--- config.mk ---
export PLATFORM = sky130hd
export DESIGN_NAME = gamepad_frame_decoder
export DESIGN_NICKNAME = d
export VERILOG_FILES = /design/src/hdl/gfd_pkg.sv /design/src/hdl/gfd_stick_clamp.sv /design/src/hdl/gamepad_frame_decoder.sv
export SDC_FILE = /design/constraint.sdc
export NUM_CORES = 1
export LEC_CHECK = 0
export BUFFER_PORTS_ARGS = -buffer_cell sky130_fd_sc_hd__buf_4
export CAP_MARGIN = 20
export CELL_PAD_IN_SITES_DETAIL_PLACEMENT = 1
export CELL_PAD_IN_SITES_GLOBAL_PLACEMENT = 1
export CORE_AREA = 2 2 140 210
export DETAILED_ROUTE_END_ITERATION = 10
export DIE_AREA = 0 0 142 212
export GPL_ROUTABILITY_DRIVEN = 0
export PLACE_DENSITY_LB_ADDON = 0.1
export SYNTH_ARGS = -nofsm -noshare
export SYNTH_HDL_FRONTEND = slang
export SYNTH_SLANG_ARGS = --single-unit
--- constraint.sdc ---
create_clock -name clk -period 16.4 [get_ports clk]
set_clock_uncertainty 0.1 [all_clocks]
set_input_delay 4.92 -clock clk [delete_from_list [all_inputs] [get_ports clk]]
set_output_delay 4.92 -clock clk [all_outputs]
set_load 0.05 [all_outputs]
--- src/hdl/gfd_pkg.sv ---
// Shared types and constants for the gamepad frame decoder.
// No dependencies; used by gfd_stick_clamp and gamepad_frame_decoder.
package gfd_pkg;

  localparam int GFD_PAYLOAD_BYTES = 6;   // payload bytes between start and checksum
  localparam int GFD_HELD_DEPTH    = 6;   // buttons (2) + sticks (4)
  localparam int GFD_LATCH_N       = (GFD_PAYLOAD_BYTES < GFD_HELD_DEPTH) ?
                                     GFD_PAYLOAD_BYTES : GFD_HELD_DEPTH;
  localparam int GFD_POS_W         = $clog2(GFD_PAYLOAD_BYTES + 1);
  localparam int GFD_IDX_W         = (GFD_PAYLOAD_BYTES > 1) ? $clog2(GFD_PAYLOAD_BYTES) : 1;

  localparam int GFD_BYTE_W = 8;
  localparam int GFD_VAL_W  = 7;
  localparam int GFD_STICK_W = 8;
  localparam int GFD_CFG_IDX_W = 1;

  localparam logic [GFD_BYTE_W-1:0] GFD_START_BYTE   = 8'h80;
  localparam logic [GFD_VAL_W-1:0]  GFD_CENTER_RESET = 7'h40;
  localparam logic [GFD_VAL_W-1:0]  GFD_LIMIT_RESET  = 7'h40;

  // held frame slots
  localparam int GFD_SLOT_BTN_HI = 0;
  localparam int GFD_SLOT_BTN_LO = 1;
  localparam int GFD_SLOT_LX     = 2;
  localparam int GFD_SLOT_LY     = 3;
  localparam int GFD_SLOT_RX     = 4;
  localparam int GFD_SLOT_RY     = 5;

  localparam logic [GFD_CFG_IDX_W-1:0] GFD_CFG_CENTER = 1'b0;
  localparam logic [GFD_CFG_IDX_W-1:0] GFD_CFG_LIMIT  = 1'b1;

  typedef enum logic [1:0] {
    GFD_ST_OK      = 2'd0,
    GFD_ST_BAD_SUM = 2'd1,
    GFD_ST_OUTSIDE = 2'd2
  } gfd_status_t;

endpackage

--- src/hdl/gfd_stick_clamp.sv ---
// Stick conditioning: subtract the centre value, clamp to +/- limit.
// Depends on gfd_pkg.
module gfd_stick_clamp (
  input  logic [gfd_pkg::GFD_VAL_W-1:0]          raw,
  input  logic [gfd_pkg::GFD_VAL_W-1:0]          center,
  input  logic [gfd_pkg::GFD_VAL_W-1:0]          limit,
  output logic signed [gfd_pkg::GFD_STICK_W-1:0] stick
);

  // two spare bits: difference and negated limit both fit comfortably
  localparam int W = gfd_pkg::GFD_VAL_W + 2;

  logic signed [W-1:0] diff;
  logic signed [W-1:0] lim_pos;
  logic signed [W-1:0] lim_neg;
  logic signed [W-1:0] clamped;

  always_comb begin
    diff    = signed'({2'b00, raw}) - signed'({2'b00, center});
    lim_pos = signed'({2'b00, limit});
    lim_neg = -lim_pos;
    priority if (diff > lim_pos) begin
      clamped = lim_pos;
    end else if (diff < lim_neg) begin
      clamped = lim_neg;
    end else begin
      clamped = diff;
    end
  end

  assign stick = clamped[gfd_pkg::GFD_STICK_W-1:0];

endmodule

--- src/hdl/gamepad_frame_decoder.sv ---
// Gamepad frame decoder: each input transaction goes through the input register, then
// parse/latch/clamp into the result register. Throughput one byte per cycle,
// set by the single-pass parse between the two registers; stalls back-pressure through both.
// Reset (rst_n low, synchronous): hunting for a start byte, held buttons 0, held sticks 64,
// stick_center and stick_limit 64, both pipeline stages empty. Payload store is not reset.
// Depends on gfd_pkg and gfd_stick_clamp.
module gamepad_frame_decoder (
  input  logic                                     clk,
  input  logic                                     rst_n,
  // configuration write port
  input  logic                                     cfg_we,
  input  logic [gfd_pkg::GFD_CFG_IDX_W-1:0]        cfg_index,
  input  logic [gfd_pkg::GFD_VAL_W-1:0]            cfg_data,
  // byte input channel
  input  logic                                     in_valid,
  output logic                                     in_stall,
  input  logic [gfd_pkg::GFD_BYTE_W-1:0]           in_rx_byte,
  // result channel
  output logic                                     out_valid,
  input  logic                                     out_stall,
  output logic [1:0]                               out_status,
  output logic                                     out_frame_done,
  output logic [gfd_pkg::GFD_VAL_W-1:0]            out_button_high,
  output logic [gfd_pkg::GFD_VAL_W-1:0]            out_button_low,
  output logic signed [gfd_pkg::GFD_STICK_W-1:0]   out_left_x,
  output logic signed [gfd_pkg::GFD_STICK_W-1:0]   out_left_y,
  output logic signed [gfd_pkg::GFD_STICK_W-1:0]   out_right_x,
  output logic signed [gfd_pkg::GFD_STICK_W-1:0]   out_right_y
);

  localparam int VW = gfd_pkg::GFD_VAL_W;
  localparam int SW = gfd_pkg::GFD_STICK_W;
  localparam int NP = gfd_pkg::GFD_PAYLOAD_BYTES;
  localparam int NH = gfd_pkg::GFD_HELD_DEPTH;

  // ---------------------------------------------------------------------------
  // Configuration registers
  // ---------------------------------------------------------------------------
  logic [VW-1:0] center_r;
  logic [VW-1:0] limit_r;

  always_ff @(posedge clk) begin
    if (!rst_n) begin
      center_r <= gfd_pkg::GFD_CENTER_RESET;
      limit_r  <= gfd_pkg::GFD_LIMIT_RESET;
    end else if (cfg_we) begin
      unique case (cfg_index)
        gfd_pkg::GFD_CFG_CENTER: center_r <= cfg_data;
        gfd_pkg::GFD_CFG_LIMIT:  limit_r  <= cfg_data;
        default: ;
      endcase
    end
  end

  // ---------------------------------------------------------------------------
  // Pipeline handshake. Stage 1 holds the received byte; stage 2 is the result
  // register. Stage 1 empties whenever the result register is free or being
  // taken this cycle, so a byte can enter every cycle.
  // ---------------------------------------------------------------------------
  logic                              in_valid_r;
  logic [gfd_pkg::GFD_BYTE_W-1:0]    in_byte_r;
  logic                              out_valid_r;
  logic                              adv;       // stage 2 can take stage 1
  logic                              proc;      // stage 1 byte parsed this cycle

  assign adv      = !out_valid_r || !out_stall;
  assign proc     = in_valid_r && adv;
  assign in_stall = in_valid_r && !adv;

  always_ff @(posedge clk) begin
    if (!rst_n) begin
      in_valid_r <= 1'b0;
    end else if (!in_stall) begin
      in_valid_r <= in_valid;
    end
  end

  always_ff @(posedge clk) begin
    if (!in_stall && in_valid) begin
      in_byte_r <= in_rx_byte;
    end
  end

  always_ff @(posedge clk) begin
    if (!rst_n) begin
      out_valid_r <= 1'b0;
    end else if (adv) begin
      out_valid_r <= in_valid_r;
    end
  end

  // ---------------------------------------------------------------------------
  // Frame parser state
  //   hunt_r : waiting for a start byte
  //   pos_r  : next payload slot, NP means checksum slot
  //   sum_r  : running 7-bit payload sum
  // ---------------------------------------------------------------------------
  logic                           hunt_r, hunt_nxt;
  logic [gfd_pkg::GFD_POS_W-1:0]  pos_r, pos_nxt;
  logic [VW-1:0]                  sum_r, sum_nxt;
  logic [VW-1:0]                  payload_r [NP];
  logic [VW-1:0]                  held_r    [NH];
  logic [VW-1:0]                  held_nxt  [NH];

  logic [VW-1:0]                  byte_lo;
  logic                           is_start;
  logic                           store_en;
  logic                           latch_en;
  gfd_pkg::gfd_status_t           status_nxt;
  logic                           done_nxt;

  assign byte_lo  = in_byte_r[VW-1:0];
  assign is_start = (in_byte_r == gfd_pkg::GFD_START_BYTE);

  // next-state and result codes
  always_comb begin
    hunt_nxt   = hunt_r;
    pos_nxt    = pos_r;
    sum_nxt    = sum_r;
    store_en   = 1'b0;
    latch_en   = 1'b0;
    status_nxt = gfd_pkg::GFD_ST_OK;
    done_nxt   = 1'b0;
    priority if (is_start) begin
      // start byte always restarts, even mid-frame or in the checksum slot
      hunt_nxt = 1'b0;
      pos_nxt  = '0;
      sum_nxt  = '0;
    end else if (hunt_r) begin
      status_nxt = gfd_pkg::GFD_ST_OUTSIDE;
    end else if (pos_r < gfd_pkg::GFD_POS_W'(NP)) begin
      store_en = 1'b1;
      pos_nxt  = pos_r + 1'b1;
      sum_nxt  = sum_r + byte_lo;   // wraps mod 128
    end else begin
      // checksum slot
      if (sum_r == byte_lo) begin
        latch_en = 1'b1;
        done_nxt = 1'b1;
      end else begin
        status_nxt = gfd_pkg::GFD_ST_BAD_SUM;
      end
      hunt_nxt = 1'b1;
      pos_nxt  = '0;
    end
  end

  // held frame as it stands after this byte; slots beyond the payload keep their value
  always_comb begin
    for (int i = 0; i < NH; i++) begin
      held_nxt[i] = held_r[i];
    end
    if (latch_en) begin
      for (int i = 0; i < gfd_pkg::GFD_LATCH_N; i++) begin
        held_nxt[i] = payload_r[i];
      end
    end
  end

  always_ff @(posedge clk) begin
    if (!rst_n) begin
      hunt_r <= 1'b1;
      pos_r  <= '0;
      sum_r  <= '0;
    end else if (proc) begin
      hunt_r <= hunt_nxt;
      pos_r  <= pos_nxt;
      sum_r  <= sum_nxt;
    end
  end

  always_ff @(posedge clk) begin
    if (proc && store_en) begin
      payload_r[pos_r[gfd_pkg::GFD_IDX_W-1:0]] <= byte_lo;
    end
  end

  always_ff @(posedge clk) begin
    if (!rst_n) begin
      for (int i = 0; i < NH; i++) begin
        held_r[i] <= (i < 2) ? '0 : gfd_pkg::GFD_CENTER_RESET;
      end
    end else if (proc) begin
      for (int i = 0; i < NH; i++) begin
        held_r[i] <= held_nxt[i];
      end
    end
  end

  // ---------------------------------------------------------------------------
  // Stick conditioning on the held frame after this byte
  // ---------------------------------------------------------------------------
  logic signed [SW-1:0] lx_c, ly_c, rx_c, ry_c;

  gfd_stick_clamp u_clamp_lx (
    .raw(held_nxt[gfd_pkg::GFD_SLOT_LX]), .center(center_r), .limit(limit_r), .stick(lx_c)
  );
  gfd_stick_clamp u_clamp_ly (
    .raw(held_nxt[gfd_pkg::GFD_SLOT_LY]), .center(center_r), .limit(limit_r), .stick(ly_c)
  );
  gfd_stick_clamp u_clamp_rx (
    .raw(held_nxt[gfd_pkg::GFD_SLOT_RX]), .center(center_r), .limit(limit_r), .stick(rx_c)
  );
  gfd_stick_clamp u_clamp_ry (
    .raw(held_nxt[gfd_pkg::GFD_SLOT_RY]), .center(center_r), .limit(limit_r), .stick(ry_c)
  );

  // ---------------------------------------------------------------------------
  // Result register (payload, no reset)
  // ---------------------------------------------------------------------------
  gfd_pkg::gfd_status_t  status_r;
  logic                  done_r;
  logic [VW-1:0]         btn_hi_r, btn_lo_r;
  logic signed [SW-1:0]  lx_r, ly_r, rx_r, ry_r;

  always_ff @(posedge clk) begin
    if (proc) begin
      status_r <= status_nxt;
      done_r   <= done_nxt;
      btn_hi_r <= held_nxt[gfd_pkg::GFD_SLOT_BTN_HI];
      btn_lo_r <= held_nxt[gfd_pkg::GFD_SLOT_BTN_LO];
      lx_r     <= lx_c;
      ly_r     <= ly_c;
      rx_r     <= rx_c;
      ry_r     <= ry_c;
    end
  end

  assign out_valid       = out_valid_r;
  assign out_status      = status_r;
  assign out_frame_done  = done_r;
  assign out_button_high = btn_hi_r;
  assign out_button_low  = btn_lo_r;
  assign out_left_x      = lx_r;
  assign out_left_y      = ly_r;
  assign out_right_x     = rx_r;
  assign out_right_y     = ry_r;

  // ---------------------------------------------------------------------------
  // Assertions
  // ---------------------------------------------------------------------------
  // a completed frame is always reported as ok
  a_done_ok: assert property (@(posedge clk) disable iff (!rst_n)
    out_valid_r && done_r |-> status_r == gfd_pkg::GFD_ST_OK)
    else $error("frame_done with non-ok status");

  // input back-pressure only when the result register is full and held
  a_stall_cause: assert property (@(posedge clk) disable iff (!rst_n)
    in_stall |-> out_valid_r && out_stall)
    else $error("input stalled without a held result");

  // after a good checksum the parser goes back to hunting
  a_hunt_after_done: assert property (@(posedge clk) disable iff (!rst_n)
    proc && done_nxt |=> hunt_r && pos_r == '0)
    else $error("parser not hunting after a completed frame");

  // payload position never passes the checksum slot
  a_pos_range: assert property (@(posedge clk) disable iff (!rst_n)
    pos_r <= gfd_pkg::GFD_POS_W'(NP))
    else $error("payload position out of range");

endmodule

# Yosys cells after proc, flatten, opt, wreduce, memory -nomap -nowiden
# Memories as Yosys holds them, arrays and structs flattened.
# Index checks and enable logic that the tools add are counted.
# word_totals
mem_bits_rw,84
output_inout_bits,51
reg_bits,84
elab_cells,104
mem_count,2
# op_classes
n_reduce_logical,15
order_cmp,9
n_bitwise,7
addsub,7
n_eq_ne,3
mux,40
# mem_list
memory,depth,word_bits,rd,rd_ports_with_merged_regs,write_ports,line,source
held_r,6,7,6,0,6,gamepad_frame_decoder.sv:102,logic [VW-1:0] held_r [NH];
payload_r,6,7,6,0,1,gamepad_frame_decoder.sv:101,logic [VW-1:0] payload_r [NP];
# op_table
cell,n
$mux 7,13
$mux 42,1
$lt 8x9->1,4
$gt 8x8->1,4
$mux 8,4
$sub 7x7->8,4
$mux 1,18
$mux 3,3
$neg 7->9,1
$eq 8x8->1 const B,1
$add 7x7->7,1
$eq 7x7->1,1
$or 1x1->1,6
$reduce_and 2->1,3
$logic_and 1x1->1,4
$logic_not 1->1,4
$add 3x1->3 const B,1
$lt 3x3->1 const B,1
$reduce_and 3->1,1
$reduce_or 3->1,1
$mux 2,1
$ne 2x1->1 const B,1
$reduce_bool 2->1,1
$logic_or 1x1->1,1
$not 1->1,1

# Logic depth before layout (Yosys ltp)
# depth
depth_word,10
mapped_depth,22

# By module
# From an unflattened synthesis, not the netlist that was laid out.
# unflattened
hier_cells,938
area_unflattened_um2,10651.5
# by_module_without_submodules
mod,area_each_um2,cells_each,n_inst
gamepad_frame_decoder,6715.2,403,1
gfd_stick_clamp at u_clamp_ly ...,979.7,136,3
gfd_stick_clamp at u_clamp_lx,997.2,127,1

# Least setup slack after synthesis
# OpenSTA, ideal clock, no wires.
# synth_path
path_type,input to output
startpoint,in out_stall
endpoint,out in_stall
setup_slack_ns,5.979
path_stages,1
arrival_time_ns,5.401
required_time_ns,11.380
cell_sequence,and3_1
# synth_between
elab_chain_cells,4
# synth_rtl
element,line,source
from (decl),gamepad_frame_decoder.sv:20,"input logic out_stall,"
$logic_not 1->1,gamepad_frame_decoder.sv:66,assign adv = !out_valid_r || !out_stall;
$logic_or 1x1->1,gamepad_frame_decoder.sv:66,
$logic_not 1->1,gamepad_frame_decoder.sv:68,assign in_stall = in_valid_r && !adv;
$logic_and 1x1->1,gamepad_frame_decoder.sv:68,
to (decl),gamepad_frame_decoder.sv:16,"output logic in_stall,"
# No other way between the ends.

# Worst setup path in the final report
# Ends and elaborated chain as after synthesis.

==> impl_metrics.ini <==
[logic_synthesis]
synthMuxAreaShare_pct = 9.92
ys_top_cells_by_area = edfxtp_1 (43%), ha_1 (12%), dfxtp_1 (5.5%), mux2_4 (4.8%), mux2i_1 (4.6%)
synth-seq-cells = 168
synth_fa_ha_area_share_pct = 13.3
avgSynthCellArea_um2 = 11.7
synth_flop_cell = edfxtp_1
synth_nets = 957
synth-edff-count = 141
synthSimpleGateAreaFrac_pct = 12.8
synth-xor-area-share_pct = 1.97
synth_warnings = 0
synth_top_family_by_area = adder cells
syn_inst = 835
synth.yosys.seq_area_share_pct = 48.7
netlist.area_leader.share_pct = 43.2
async_flop_share_pct = 0
synth-compound-area-share_pct = 10.0
syn_area_um2 = 9800
synth.distinct_cells = 60
yosysTopAreaCell = edfxtp_1

[floorplan]
dieArea_um2 = 30100
dieHeight_um = 212
die_x_um = 142
initial_utilization_pct = 34.5
core-area_um2 = 28400
io_pins = 72
rows = 76

[global_route]
grt_pass1_wl_mm = 40.3
antenna_found_initial = 0
grt_usage_pct = 17.9
gr-total-overflow = 0
grt_pass1_vias = 7154
grt_max_degree = 55

[routing]
antenna_left = 0
drc = 0
vias_per_cell = 5.29
vias = 6731
avgRoutedWirePerCell_um = 20.2
drt-pass1-iter-count = 4
drt_iter0_markers = 233
wl_mm = 25.8

[setup_path]
start_kind = input port
worstSetupStartpoint = out_stall
cp.arrival_ns = 5.43
cp.required_ns = 11.38
cp_max_fo = 3
r2r_start = in_byte_r[4]
critPathKind = in -> out
crit_path_end_kind = output pin

[power]
vdd_drop_max_mv = 0.0778
leakage_uw = 0.00469
p_per_area_nw_per_um2 = 115
p_total_uw = 1300

[layout]
final.fill_count = 3059
regArea_um2 = 4770
area_growth_syn_to_layout_pct = 15.4
multiInputGateArea_um2 = 4700
fin_cells = 1273
drive_above_1_share_pct = 16.6
antenna_cells = 0
num-nets-final = 1031

[clocking]
htree_num_levels = 4
cts-hold-fix-buffers = 0
ctsRootBufferMaster = clkbuf_16
cts_made_buffers = 17
clk_pin_slew_worst_paths_ns = 0.06
tritoncts = done
cts.repair.resized = 0
clock_latency_ns = 0.45
clock_path_buffers = 2
postCtsSetupBuffers = 0
clock_sinks = 168

[sta]
period_needed_ns = 10.45
maxSlewHeadroom_pct = 35.8
maxSlewViolCount = 0
finalHoldViolCount = 0
worst_pin_slew_ns = 0.951
tns_ns = 0
final.period_utilization_pct = 63.7
finalSetupViolations = 0
rsz0062_at_grt = false
fmax_mhz = 95.7

[flow_run]
cap_violations = 0

[worst_hold_path]
hp-start = center_r[4]
hold_path.class = reg -> reg

[placed_design]
dpl.hpwl_mm = 19.5
place_inst = 1237
port_buffers = 71

[status]
outcome = finished, final reports clean
## routing by layer
metal  share of wire [%]  routed length, um  track usage, %  vias up
li1                    -                  -               -     3235
met1                  39               9940            18.4     3300
met2                  54              13800            33.3      131
met3                 2.4                607            3.33       65
met4                 5.3               1370            10.6        0
met5                   0                  0               0        -
## critical path, cell delays in order
cell and delay (ns):
buf_4 0.12, and3_1 0.20, buf_4 0.20
## final cells by class
type	count	share of cell area, %
flip-flops and latches	168	42.2
multi-input cells	594	41.6
repair buffers	80	5.31
well taps	351	3.89
clock buffers	17	3.76
inverters	48	1.59
clock inverters	15	1.58
## cell usage in the layout (no fill, tap or decap), drive strengths merged, types with 2 or more instances in the layout
cell type and count:
clkbuf 19, or4 3, and2 33, o22ai 6, nand2 44, nor4 6, fa 5, o21ai 25
a31oi 4, o2111ai 3, o21bai 2, mux2i 45, mux2 36, a21oi 40, o21a 8, xnor2 18
or3 3, edfxtp 141, nand2b 13, nand4 5, inv 57, a211oi 7, a22oi 5, a21o 13
buf 78, clkinv 4, o211ai 5, a21boi 13, dfxtp 27, nand3 31, o31a 6, nor2b 32
nor3 9, bufinv 2, nand3b 2, xor2 4, nor2 48, ha 96, o221ai 2, and3 6
## cells by family after synthesis
kind of cell    after synthesis
compound gates              150
xor+xnor                     22
fa+ha+maj                   101
buf+inv                      73
flops                       168
mux                          81
simple gates                240
## stage by stage
stage	setup slack, ns	instance area [um^2]	utilization, %	hold WS (ns)
global placement	5.96	10700	37.5	0.361
floorplan	5.98	9800	-	0.343
global route	5.92	11300	39.7	0.416
detailed placement	5.95	10700	37.5	0.361
CTS	5.94	11300	39.6	0.370
finish	5.95	11300	39.7	0.370
## path summary, 6_finish.rpt
path                                 endpoint  cells past startpoint  slack (ns)
worst max-delay path                 in_stall                      3        5.95
worst min-delay path              center_r[4]                      2        0.37
worst max register to register  out_left_y[6]                     17        9.77
worst min register to register    center_r[4]                      2        0.37
## power breakdown
group | internal [uW] | leakage (uW) | switching [uW]
Combinational | 145 | 0.00282 | 230
Clock | 231 | 0.000301 | 187
Sequential | 497 | 0.00157 | 12.4
Total | 873 | 0.00469 | 430
## cell usage after synthesis, types with 7 or more instances
| library cell | instances |
|---|---|
| mux2i_1 | 45 |
| o21a_1 | 8 |
| nand2_1 | 44 |
| nor2b_1 | 32 |
| and2_1 | 33 |
| nand3_1 | 31 |
| a21boi_0 | 13 |
| a21o_1 | 13 |
| edfxtp_1 | 141 |
| nor3_1 | 9 |
| a211oi_1 | 7 |
| mux2_4 | 31 |
| inv_1 | 47 |
| o21ai_0 | 24 |
| xnor2_1 | 18 |
| clkbuf_1 | 18 |
| ha_1 | 96 |
| nor2_1 | 48 |
| nand2b_1 | 12 |
| a21oi_1 | 40 |
| dfxtp_1 | 27 |
## flip-flops by register name, summed over array words and instances (netlist names)
signal           cells
center_r             7
out_right_y          8
payload_r           42
limit_r              7
out_button_high      7
out_left_y           8
pos_r                3
hunt_r               1
out_right_x          8
in_byte_r            8
out_left_x           8
in_valid_r           1
out_valid            1
out_frame_done       1
out_button_low       7
sum_r                7
held_r              42
out_status           2
Power figures use the tool's default switching activity.
